`src/hw/rtl/htok_pkg.sv`:
```
package htok_pkg;

  // Parser phase
  typedef enum logic [3:0] {
    PH_METHOD   = 4'd0,
    PH_PRE_URI  = 4'd1,
    PH_URI      = 4'd2,
    PH_PKEY     = 4'd3,
    PH_PVAL     = 4'd4,
    PH_PRE_VER  = 4'd5,
    PH_VERSION  = 4'd6,
    PH_TAIL     = 4'd7,
    PH_HSTART   = 4'd8,
    PH_HNAME    = 4'd9,
    PH_HPRE     = 4'd10,
    PH_HVAL     = 4'd11,
    PH_BODY     = 4'd12,
    PH_HALT     = 4'd13
  } phase_t;

  // Token kinds on the result channel
  typedef enum logic [3:0] {
    K_METHOD    = 4'd0,
    K_URI       = 4'd1,
    K_KEY       = 4'd2,
    K_VAL_START = 4'd3,
    K_VALUE     = 4'd4,
    K_PAIR_END  = 4'd5,
    K_PAR_ABORT = 4'd6,
    K_VERSION   = 4'd7,
    K_HDR_NAME  = 4'd8,
    K_HDR_VALUE = 4'd9,
    K_HDR_END   = 4'd10,
    K_HDR_BAD   = 4'd11,
    K_HEAD_END  = 4'd12,
    K_BODY      = 4'd13,
    K_ERROR     = 4'd14
  } kind_t;

  localparam int unsigned NUM_VERBS = 8;
  localparam logic [3:0]  VERB_UNKNOWN = 4'd8;

  localparam logic [7:0] CH_CR      = 8'h0D;
  localparam logic [7:0] CH_LF      = 8'h0A;
  localparam logic [7:0] CH_NUL     = 8'h00;
  localparam logic [7:0] CH_PERCENT = 8'h25;
  localparam logic [7:0] CH_QUEST   = 8'h3F;
  localparam logic [7:0] CH_COLON   = 8'h3A;
  localparam logic [7:0] CH_AMP     = 8'h26;
  localparam logic [7:0] CH_EQUAL   = 8'h3D;

  // Verb spellings, zero padded; verb code is the row index
  localparam logic [7:0] VERB_TEXT [0:7][0:7] = '{
    '{"G", "E", "T", 8'h00, 8'h00, 8'h00, 8'h00, 8'h00},
    '{"H", "E", "A", "D",   8'h00, 8'h00, 8'h00, 8'h00},
    '{"P", "O", "S", "T",   8'h00, 8'h00, 8'h00, 8'h00},
    '{"P", "U", "T", 8'h00, 8'h00, 8'h00, 8'h00, 8'h00},
    '{"D", "E", "L", "E",   "T",   "E",   8'h00, 8'h00},
    '{"C", "O", "N", "N",   "E",   "C",   "T",   8'h00},
    '{"O", "P", "T", "I",   "O",   "N",   "S",   8'h00},
    '{"T", "R", "A", "C",   "E",   8'h00, 8'h00, 8'h00}
  };
  localparam logic [2:0] VERB_LEN [0:7] = '{
    3'd3, 3'd4, 3'd4, 3'd3, 3'd6, 3'd7, 3'd7, 3'd5
  };

  // Architectural state of the tokenizer
  typedef struct packed {
    phase_t     phase;
    logic [7:0] verb_match;
    logic [2:0] verb_pos;
    logic [1:0] esc_cnt;
    logic [3:0] esc_high;
    logic       pair_open;
    logic       params_stopped;
    logic       cr_pending;
  } state_t;

  localparam state_t STATE_RESET = '{
    phase:          PH_METHOD,
    verb_match:     8'hFF,
    verb_pos:       3'd0,
    esc_cnt:        2'd0,
    esc_high:       4'd0,
    pair_open:      1'b0,
    params_stopped: 1'b0,
    cr_pending:     1'b0
  };

  // One token between the step logic and the output register
  typedef struct packed {
    logic       vld;
    kind_t      kind;
    logic [7:0] data;
  } tok_t;

  function automatic logic is_ws(input logic [7:0] b);
    return (b inside {8'h20, [8'h09:8'h0D]});
  endfunction

  // {valid, nibble}
  function automatic logic [4:0] hex_val(input logic [7:0] b);
    logic [4:0] r;
    r = 5'd0;
    if (b inside {["0":"9"]})      r = {1'b1, 4'(b - 8'h30)};
    else if (b inside {["A":"F"]}) r = {1'b1, 4'(b - 8'h37)};
    else if (b inside {["a":"f"]}) r = {1'b1, 4'(b - 8'h57)};
    return r;
  endfunction

endpackage

```
`src/hw/rtl/htok_step.sv`:
```
module htok_step
  import htok_pkg::*;
(
  input  state_t     st,
  input  logic [7:0] byte_in,
  input  logic       restart,
  output state_t     st_nxt,
  output tok_t       tok
);

  state_t     s;
  state_t     n;
  tok_t       t;
  logic [7:0] b;
  logic       ws;
  logic       bad_ctl;
  logic [4:0] hx;
  kind_t      vkind;
  logic [3:0] code;

  // Token helpers write into t/n; kept as plain comb logic below

  always_comb begin
    s       = restart ? STATE_RESET : st;
    n       = s;
    b       = byte_in;
    ws      = is_ws(b);
    bad_ctl = (b == CH_CR) || (b == CH_NUL);
    hx      = hex_val(b);
    vkind   = (s.phase == PH_PKEY) ? K_KEY : K_VALUE;
    t       = '{vld: 1'b0, kind: K_ERROR, data: 8'h00};

    // Method match: first surviving verb whose full text was seen
    code = VERB_UNKNOWN;
    for (int i = NUM_VERBS - 1; i >= 0; i--) begin
      if (s.verb_match[i] && (VERB_LEN[i] <= s.verb_pos)) code = 4'(i);
    end

    case (s.phase)
      PH_METHOD: begin
        if (bad_ctl) begin
          n.phase = PH_HALT;
          t = '{vld: 1'b1, kind: K_ERROR, data: 8'h00};
        end else if (ws) begin
          n.phase = PH_PRE_URI;
          t = '{vld: 1'b1, kind: K_METHOD, data: {4'd0, code}};
        end else begin
          for (int i = 0; i < NUM_VERBS; i++) begin
            if ((VERB_LEN[i] > s.verb_pos) && (VERB_TEXT[i][s.verb_pos] != b))
              n.verb_match[i] = 1'b0;
          end
          if (s.verb_pos != 3'd7) n.verb_pos = s.verb_pos + 3'd1;
        end
      end

      PH_PRE_URI, PH_URI: begin
        if (bad_ctl) begin
          n.phase = PH_HALT;
          t = '{vld: 1'b1, kind: K_ERROR, data: 8'h00};
        end else if (ws) begin
          if (s.phase == PH_URI) n.phase = PH_PRE_VER;
        end else if (b == CH_QUEST) begin
          n.phase = PH_PKEY;
        end else begin
          n.phase = PH_URI;
          t = '{vld: 1'b1, kind: K_URI, data: b};
        end
      end

      PH_PKEY, PH_PVAL: begin
        if (bad_ctl) begin
          n.phase = PH_HALT;
          t = '{vld: 1'b1, kind: K_ERROR, data: 8'h00};
        end else if (ws) begin
          // end of query closes a pending escape or open pair
          if (!s.params_stopped) begin
            if (s.esc_cnt != 2'd0)
              t = '{vld: 1'b1, kind: K_PAR_ABORT, data: 8'h00};
            else if (s.pair_open)
              t = '{vld: 1'b1, kind: K_PAIR_END, data: 8'h00};
          end
          n.esc_cnt   = 2'd0;
          n.pair_open = 1'b0;
          n.phase     = PH_PRE_VER;
        end else if (s.params_stopped) begin
          // rest of query dropped
        end else if (s.esc_cnt != 2'd0) begin
          if (!hx[4]) begin
            n.params_stopped = 1'b1;
            n.esc_cnt        = 2'd0;
            n.pair_open      = 1'b0;
            t = '{vld: 1'b1, kind: K_PAR_ABORT, data: 8'h00};
          end else if (s.esc_cnt == 2'd1) begin
            n.esc_high = hx[3:0];
            n.esc_cnt  = 2'd2;
          end else begin
            n.esc_cnt = 2'd0;
            t = '{vld: 1'b1, kind: vkind, data: {s.esc_high, hx[3:0]}};
          end
        end else if (b == CH_PERCENT) begin
          n.esc_cnt   = 2'd1;
          n.pair_open = 1'b1;
        end else if (b == CH_AMP) begin
          n.pair_open = 1'b0;
          n.phase     = PH_PKEY;
          t = '{vld: 1'b1, kind: K_PAIR_END, data: 8'h00};
        end else begin
          n.pair_open = 1'b1;
          if ((b == CH_EQUAL) && (s.phase == PH_PKEY)) begin
            n.phase = PH_PVAL;
            t = '{vld: 1'b1, kind: K_VAL_START, data: 8'h00};
          end else begin
            t = '{vld: 1'b1, kind: vkind, data: b};
          end
        end
      end

      PH_PRE_VER: begin
        if (bad_ctl) begin
          n.phase = PH_HALT;
          t = '{vld: 1'b1, kind: K_ERROR, data: 8'h00};
        end else if (!ws) begin
          n.phase = PH_VERSION;
          t = '{vld: 1'b1, kind: K_VERSION, data: b};
        end
      end

      PH_VERSION: begin
        if (b == CH_NUL) begin
          n.phase = PH_HALT;
          t = '{vld: 1'b1, kind: K_ERROR, data: 8'h00};
        end else if (b == CH_CR) begin
          n.phase      = PH_TAIL;
          n.cr_pending = 1'b1;
        end else begin
          t = '{vld: 1'b1, kind: K_VERSION, data: b};
        end
      end

      // skip to end of line
      PH_TAIL: begin
        if (s.cr_pending && (b == CH_LF)) begin
          n.phase      = PH_HSTART;
          n.cr_pending = 1'b0;
        end else begin
          n.cr_pending = (b == CH_CR);
        end
      end

      PH_HSTART, PH_HNAME: begin
        if ((s.phase == PH_HSTART) && s.cr_pending) begin
          if (b == CH_LF) begin
            n.cr_pending = 1'b0;
            n.phase      = PH_BODY;
            t = '{vld: 1'b1, kind: K_HEAD_END, data: 8'h00};
          end else begin
            // a second CR may still start the CR LF that ends this line
            n.phase      = PH_TAIL;
            n.cr_pending = (b == CH_CR);
            t = '{vld: 1'b1, kind: K_HDR_BAD, data: 8'h00};
          end
        end else if ((s.phase == PH_HSTART) && (b == CH_CR)) begin
          n.cr_pending = 1'b1;
        end else if (b == CH_COLON) begin
          n.phase = PH_HPRE;
        end else if (bad_ctl) begin
          n.phase      = PH_TAIL;
          n.cr_pending = (b == CH_CR);
          t = '{vld: 1'b1, kind: K_HDR_BAD, data: 8'h00};
        end else begin
          n.phase = PH_HNAME;
          t = '{vld: 1'b1, kind: K_HDR_NAME, data: b};
        end
      end

      PH_HPRE: begin
        if (bad_ctl) begin
          n.phase      = PH_TAIL;
          n.cr_pending = (b == CH_CR);
          t = '{vld: 1'b1, kind: K_HDR_BAD, data: 8'h00};
        end else if (!ws) begin
          n.phase = PH_HVAL;
          t = '{vld: 1'b1, kind: K_HDR_VALUE, data: b};
        end
      end

      PH_HVAL: begin
        if (b == CH_NUL) begin
          n.phase      = PH_TAIL;
          n.cr_pending = 1'b0;
          t = '{vld: 1'b1, kind: K_HDR_BAD, data: 8'h00};
        end else if (b == CH_CR) begin
          n.phase      = PH_TAIL;
          n.cr_pending = 1'b1;
          t = '{vld: 1'b1, kind: K_HDR_END, data: 8'h00};
        end else begin
          t = '{vld: 1'b1, kind: K_HDR_VALUE, data: b};
        end
      end

      PH_BODY: begin
        t = '{vld: 1'b1, kind: K_BODY, data: b};
      end

      default: begin
        // halted: wait for restart
      end
    endcase

    st_nxt = n;
    tok    = t;
  end

endmodule

```
`src/hw/rtl/htok_out_reg.sv`:
```
module htok_out_reg
  import htok_pkg::*;
(
  input  logic       clk,
  input  logic       rst_n,
  input  logic       load,       // a word was accepted this cycle
  input  tok_t       tok,
  output logic       can_load,
  output logic       out_tvalid,
  input  logic       out_tready,
  output logic [7:0] out_tdata,
  output logic [3:0] out_tuser
);

  logic       vld_r;
  logic       vld_nxt;
  logic [7:0] data_r;
  kind_t      kind_r;

  // slot is free when empty or draining this cycle
  assign can_load = !vld_r || out_tready;

  always_comb begin
    vld_nxt = vld_r;
    if (out_tready) vld_nxt = 1'b0;
    if (load && tok.vld) vld_nxt = 1'b1;
  end

  always_ff @(posedge clk) begin
    if (!rst_n) begin
      vld_r <= 1'b0;
    end else begin
      vld_r <= vld_nxt;
    end
  end

  // payload, no reset
  always_ff @(posedge clk) begin
    if (load && tok.vld) begin
      data_r <= tok.data;
      kind_r <= tok.kind;
    end
  end

  assign out_tvalid = vld_r;
  assign out_tdata  = data_r;
  assign out_tuser  = kind_r;

endmodule

```
`src/hw/rtl/http_request_head_tokenizer_unit.sv`:
```
// HTTP request head tokenizer. Takes one request byte per word on the in_
// stream (tuser = restart, which clears the parser before that byte) and
// emits at most one token per byte on the out_ stream, in byte order: method
// code, URI bytes, query keys/values (%xx decoded), version, header names and
// values, header end/bad markers, head end, then body bytes. A request-line
// fault gives an error token and the parser then drops bytes until restart.
// Throughput is one byte per clock: the parse step is combinational and the
// result sits in one output register, so a new byte is taken whenever that
// register is empty or is being read in the same cycle. A byte's token is
// valid in the cycle after the byte is accepted.
module http_request_head_tokenizer_unit
  import htok_pkg::*;
(
  input  logic       clk,
  input  logic       rst_n,
  input  logic       in_tvalid,
  output logic       in_tready,
  input  logic [7:0] in_tdata,    // [7:0] byte_in
  input  logic       in_tuser,    // [0] restart
  output logic       out_tvalid,
  input  logic       out_tready,
  output logic [7:0] out_tdata,   // [7:0] data
  output logic [3:0] out_tuser    // [3:0] kind
);

  state_t st_r;
  state_t st_nxt;
  tok_t   tok;
  logic   acc;

  assign acc = in_tvalid && in_tready;

  // per-byte parse step
  htok_step u_step (
    .st      (st_r),
    .byte_in (in_tdata),
    .restart (in_tuser),
    .st_nxt  (st_nxt),
    .tok     (tok)
  );

  // parser state
  always_ff @(posedge clk) begin
    if (!rst_n) begin
      st_r <= STATE_RESET;
    end else if (acc) begin
      st_r <= st_nxt;
    end
  end

  // result register
  htok_out_reg u_out (
    .clk        (clk),
    .rst_n      (rst_n),
    .load       (acc),
    .tok        (tok),
    .can_load   (in_tready),
    .out_tvalid (out_tvalid),
    .out_tready (out_tready),
    .out_tdata  (out_tdata),
    .out_tuser  (out_tuser)
  );

endmodule
```
`config.mk`:
```
export PLATFORM = sky130hd
export DESIGN_NAME = http_request_head_tokenizer_unit
export DESIGN_NICKNAME = d
export VERILOG_FILES = /design/src/hw/rtl/htok_pkg.sv /design/src/hw/rtl/htok_step.sv /design/src/hw/rtl/htok_out_reg.sv /design/src/hw/rtl/http_request_head_tokenizer_unit.sv
export SDC_FILE = /design/constraint.sdc
export NUM_CORES = 1
export LEC_CHECK = 0
export BUFFER_PORTS_ARGS = -buffer_cell sky130_fd_sc_hd__buf_2
export CORE_MARGIN = 1.5
export CORE_UTILIZATION = 40
export CTS_CLUSTER_DIAMETER = 40
export DETAILED_ROUTE_END_ITERATION = 7
export SYNTH_ARGS = -nofsm -noshare
export SYNTH_HDL_FRONTEND = slang
export SYNTH_SLANG_ARGS = --single-unit
```
`constraint.sdc`:
```
create_clock -name clk -period 4.5 [get_ports clk]
set_input_delay 0 -clock clk [delete_from_list [all_inputs] [get_ports clk]]
set_output_delay 0 -clock clk [all_outputs]
set_load 0.005 [all_outputs]
```
==> run summary, run 1 <==
Dpl cells: 716
Detailed Route Iter0 Violations: 671
Die H: 105 um
Initial antenna violation count: 0
Wire per inst: 20.3 um
Clock buffer count from CTS: 5
# IOs: 27
EDFF count, synth: 12
Clock Skew: 0.0149 ns
Synth top area share: 12.0%
Worst path arrival time: 3.29 ns
Worst-skew pair later-pin latency: 0.30 ns
DRT Pass-1 Iters: 5
Post-Syn Instances: 590
Total Die Area: 11100 sq um
Yosys warning total: 0
P per Cell Area: 210 nW/um^2
Post-synthesis cell area: 4170 sq um
Area leader, netlist: dfxtp_1
Top post-synthesis cells by count: nor2_1, a21oi_1, nand2_1, clkbuf_1, o21ai_0
Antenna Violating Nets Remaining: 0
Syn Area/Cell: 7.07 sq um
Post-synth cell types: 73
Root Buffer: clkbuf_8
# diodes: 0
Row Count: 37
Number of synthesized register bits: 37
Pre-CTS WS: 0.990 ns
Status: complete, no violations
Final hold violation count: 0
Final nets: 609
Final worst setup slack: 1.25 ns
First-pass GRT wire length: 23100 um
Vias: 4814
Port Buf Inserts: 26
Crit Path Max Fanout: 21
Share of cells above drive strength 1: 10.9%
Least-Margin Pin Slew: 1.10 ns
Slew margin rel.: 26.5%
PostCTS Resize Cnt: 0
Req. time, crit path: 4.54 ns
Worst ir drop on vdd: 0.0987 mV
Crit end category: register
Setup Buffers After CTS: 0
Final std cells w/o fill: 724
Filler cells: 1044
Remaining global-route overflow: 0
Top-count cell post-synth: nor2_1
Post-Route Setup TNS: 0 ns
Tmin final: 3.25 ns
Vias/cell: 6.65
Synth async-reset ratio: 0%
Net Count, Synth: 612
H-tree Lvls: 2
Core area: 10200 sq um
CTS Hold Bufs: 0
Clock tree buffer depth: 2
Max-slew violations: 0
Min-Delay Path Class: in2reg
Detailed-placement wirelength estimate: 10800 um
TritonCTS clock tree: done
Crit start category: input pin
Ys flop type: dfxtp_1
Largest cells by area after synthesis: dfxtp_1, edfxtp_1, nor2_1
Initial Utilization: 40.8%
Fmax: 308 MHz
# Max-Cap Violations: 0
Vias in the first global route: 4157
Die width: 105 um
Post-route DRC: 0
Critical path type: in2reg
Num Clock Sinks: 37
Placer's final routability congestion estimate: 0.922
Post-synthesis sequential area ratio: 20.6%
Pin count of the biggest net entering global routing: 35
Gr usage total: 26.2%
Total Wirelength: 14700 um
Final setup fails: 0
Area grow syn2layout: 6.93%
Worst-path clk slew: 0.09 ns
Pleak: 1.58 nW
RSZ-0062 raised after global routing: no
Crit share post-route: 72.3%
## cell type report
cell class                 count  area, sq um  share of cell area [%]
sequential                    37          861                    19.3
clock inverter                 3         17.5                   0.393
multi-input combinational    488         3060                    68.6
clock buffer                   5         68.8                    1.54
timing repair buffer          38          220                    4.94
inverter                      17         63.8                    1.43
tap                          136          170                    3.81
## registers in the layout, indices dropped and copies added, names as in the netlist
name              count
st_r                 24
u_out.out_tdata       8
u_out.out_tuser       4
u_out.out_tvalid      1
## placed cells by master, fill, tap and decap left out, drive strengths merged, types with 8 or more instances in the layout
cell type,count
nor2,66
a21oi,46
nand2,43
o21ai,41
buf,38
nand3,28
dfxtp,25
nor3,20
nand2b,18
inv,15
xnor2,14
nor2b,14
and3,12
edfxtp,12
or3,11
o211ai,9
a31oi,9
ha,9
a211oi,8
## metal layers
| layer | track usage [%] | routed length [um] |
|---|---|---|
| met5 | 0 | 0 |
| met1 | 37.8 | 6550 |
| met2 | 40.4 | 6370 |
| met4 | 8.22 | 410 |
| met3 | 2.93 | 1390 |
## stage by stage
stage          power, mW  area [sq um]  util (%)  hold slack [ns]
5_1_grt            0.978          4460      43.6           0.0823
3_3_place_gp       0.694          4370      42.8            0.363
6_report           0.936          4460      43.6           0.0643
4_1_cts            0.929          4460      43.6           0.0782
2_1_floorplan      0.602          4170         -            0.129
3_5_place_dp       0.692          4370      42.8            0.385
## critical path: stages
cell and delay [ns]:
buf_2 0.35, inv_1 0.24, ha_1 0.37, or3b_1 0.38
a211o_1 0.40, and2_1 0.33, a221o_1 0.45, or3_1 0.41
a221o_1 0.35
## final timing paths
| kind | start | endpoint | slack, ns | depth (start not counted) |
|---|---|---|---|---|
| worst max register to register | st_r[22] | u_out.out_tdata[2] | 1.32 | 6 |
| worst max-delay path | in_tdata[0] | u_out.out_tdata[2] | 1.25 | 9 |
| worst min register to register | st_r[3] | st_r[3] | 0.49 | 2 |
| worst min-delay path | out_tready | u_out.out_tvalid | 0.06 | 4 |
## cells by family (layout without fill, tap and decap cells)
| family | count (synthesis) | in the layout | share of synthesized area [%] |
|---|---|---|---|
| multiplexers | 5 | 5 | 1.29 |
| XOR/XNOR | 16 | 16 | 3.36 |
| flip-flops | 37 | 37 | 20.6 |
| AO/OA/AOI/OAI | 202 | 202 | 33.5 |
| buffers and inverters | 65 | 63 | 6.09 |
| adder cells (fa/ha/maj) | 10 | 10 | 2.94 |
| AND/OR/NAND/NOR | 255 | 255 | 32.2 |
## where the power goes
part           switching, mW  internal, mW
Sequential            0.0245         0.370
Combinational          0.190         0.109
Clock                  0.135         0.107
(Power assumes the default switching activity.)
==> run 2: changes to the inputs <==
clock period = 2.9 ns   (was 4.5 ns; I/O delays follow)
==> run 2 against run 1 <==
Effect of this change:
- clock skew shrank 0.0063 ns
- highest routed layer unchanged
- largest cell class unchanged
- final area grew 5.8%
- register-to-register slack lost 1.1 ns
- global-route usage grew 1.4 points
- non-clock buffer count grew 34
- worst setup slack lost 1.0 ns
- critical path type is now reg2reg
- sequential power grew 51%
- core utilization grew 2.5 points
==> run summary, run 2 (synthesis gave the netlist of run 1 again) <==
Total Die Area: 11100 sq um (unchanged)
Row Count: 37 (unchanged)
# IOs: 27 (unchanged)
Tmin final: 2.67 ns
Worst-case reg-to-reg path depth: 6 (unchanged)
Area grow syn2layout: 13.1%
Initial Utilization: 40.8% (unchanged)
Register name with the most flops: st_r
Pre-CTS WS: 0.275 ns (-0.715 ns)
Gr usage total: 27.6% (+1.4 points)
Final nets: 643 (+5.6%)
Min-Delay Path Class: in2reg
Die H: 105 um (unchanged)
Clock buffer count from CTS: 5 (unchanged)
Crit share post-route: 92.1%
Worst ir drop on vdd: 0.172 mV (+75%)
Setup Buffers After CTS: 0 (unchanged)
TritonCTS clock tree: done
Share of cells above drive strength 1: 15.9% (+5.0 points)
Hold Path Origin: out_tready
Critical path type: reg2reg
Least-Margin Pin Slew: 0.684 ns (-0.418 ns)
Post-route DRC: 0 (unchanged)
Antenna Violating Nets Remaining: 0 (unchanged)
Crit end category: register
PostCTS Resize Cnt: 0 (unchanged)
R2R Path End: u_out.out_tdata[2]
Clock tree buffer depth: 2 (unchanged)
Remaining global-route overflow: 0 (unchanged)
Port Buf Inserts: 26 (unchanged)
Critical path startpoint: st_r[22]
Worst-path clk slew: 0.08 ns (about the same)
Final setup fails: 0 (unchanged)
Max-slew violations: 0 (unchanged)
Worst path arrival time: 2.71 ns (-0.58 ns)
Fmax: 374 MHz
Leading cell type in the layout, fill and taps excluded: nor2_1
Total Wirelength: 15200 um (+3.4%)
CTS Hold Bufs: 0 (unchanged)
Root Buffer: clkbuf_8
Worst-skew pair later-pin latency: 0.30 ns (about the same)
Num Clock Sinks: 37 (unchanged)
Detailed-placement wirelength estimate: 11600 um (+7.4%)
Final worst setup slack: 0.229 ns (-1.02 ns)
Core area: 10200 sq um (unchanged)
Vias/cell: 6.45 (-3.0%)
Vias: 4890 (+1.6%)
Reg2reg start: st_r[22]
Vias in the first global route: 4528 (+8.9%)
P per Cell Area: 315 nW/um^2 (+50%)
Initial antenna violation count: 0 (unchanged)
Crit start category: register
Die width: 105 um (unchanged)
RSZ-0062 raised after global routing: no
# diodes: 0 (unchanged)
Status: complete, no violations
Detailed Route Iter0 Violations: 539 (-20%)
Crit Path Max Fanout: 6 (-71%)
H-tree Lvls: 2 (unchanged)
Wire per inst: 20.1 um (-1.3%)
Most frequent cells in the layout: nor2_1, buf_4, a21oi_1, nand2_1, o21ai_0
Req. time, crit path: 2.94 ns (-1.60 ns)
Pleak: 1.74 nW (+11%)
Pin count of the biggest net entering global routing: 39 (+11%)
Final hold violation count: 0 (unchanged)
Post-Route Setup TNS: 0 ns (unchanged)
Slew margin rel.: 53.2% (+27 points)
Largest register FFs: 24 (unchanged)
Hold WS: 0.0702 ns (+0.00597 ns)
Clock Skew: 0.00862 ns (-0.00629 ns)
Reg2reg setup slack: 0.23 ns (-1.09 ns)
Worst Setup EP: u_out.out_tdata[2]
First-pass GRT wire length: 24300 um (+5.2%)
# Max-Cap Violations: 0 (unchanged)
DRT Pass-1 Iters: 7 (+2)
Placer's final routability congestion estimate: 0.997 (+8.2%)
[run 2: cell count changes in the layout (fill, tap and decap cells not counted)]
| cell | before | now |
|---|---|---|
| a21oi_2 | 0 | 1 |
| buf_4 | 12 | 46 |
| a21oi_1 | 46 | 45 |
[run 2: how the worst min path moves through the flow]
stage / slack, ns / depth (start not counted) / to
global route: 0.09 / 3 / u_out.out_tvalid
CTS: 0.08 / 4 / u_out.out_tvalid
floorplan: 0.13 / 2 / in_tready
detailed placement: 0.38 / 2 / st_r[18]
global placement: 0.37 / 4 / in_tready
finish: 0.07 / 4 / u_out.out_tvalid
[run 2: stage by stage]
stage	util [%]	cells	cell area [sq um]	power, mW
2_1_floorplan	-	590	4180	0.935
3_3_place_gp	45.3	750	4630	1.11
3_5_place_dp	45.3	750	4630	1.11
4_1_cts	46.1	758	4720	1.47
5_1_grt	46.1	758	4720	1.55
6_report	46.1	758	4720	1.48
[run 2: layout make-up]
| cell class | count | area [sq um] |
|---|---|---|
| well taps | 136 | 170 |
| fillers | 1038 | 5510 |
| repair buffers | 72 | 475 |
| clock inverters | 3 | 17.5 |
| flip-flops and latches | 37 | 861 |
| clock buffers | 5 | 68.8 |
| multi-input cells | 488 | 3060 |
| inverters | 17 | 63.8 |
[run 2: critical path, cell delays in order, from the launching register on]
cell and delay (ns):
dfxtp_1 0.36, or3_1 0.51, or4_1 0.55, nand4_1 0.15, nor2_1 0.07, or3_1 0.40
a221o_1 0.37
[run 2: report_power, final]
part           internal, mW  leakage, nW  switching, mW
combinational         0.197         1.38          0.322
clock                 0.166       0.0455          0.204
sequential            0.574        0.316         0.0206
[run 2: per-layer routing]
| metal | routed length [um] | part of all wire, % | up-vias | global-route usage [%] |
|---|---|---|---|---|
| met5 | 0 | 0 | - | 0 |
| met2 | 6420 | 42 | 306 | 41.1 |
| li1 | - | - | 2296 | - |
| met3 | 1640 | 11 | 57 | 4.87 |
| met1 | 6540 | 43 | 2231 | 38.5 |
| met4 | 625 | 4.1 | 0 | 12.2 |
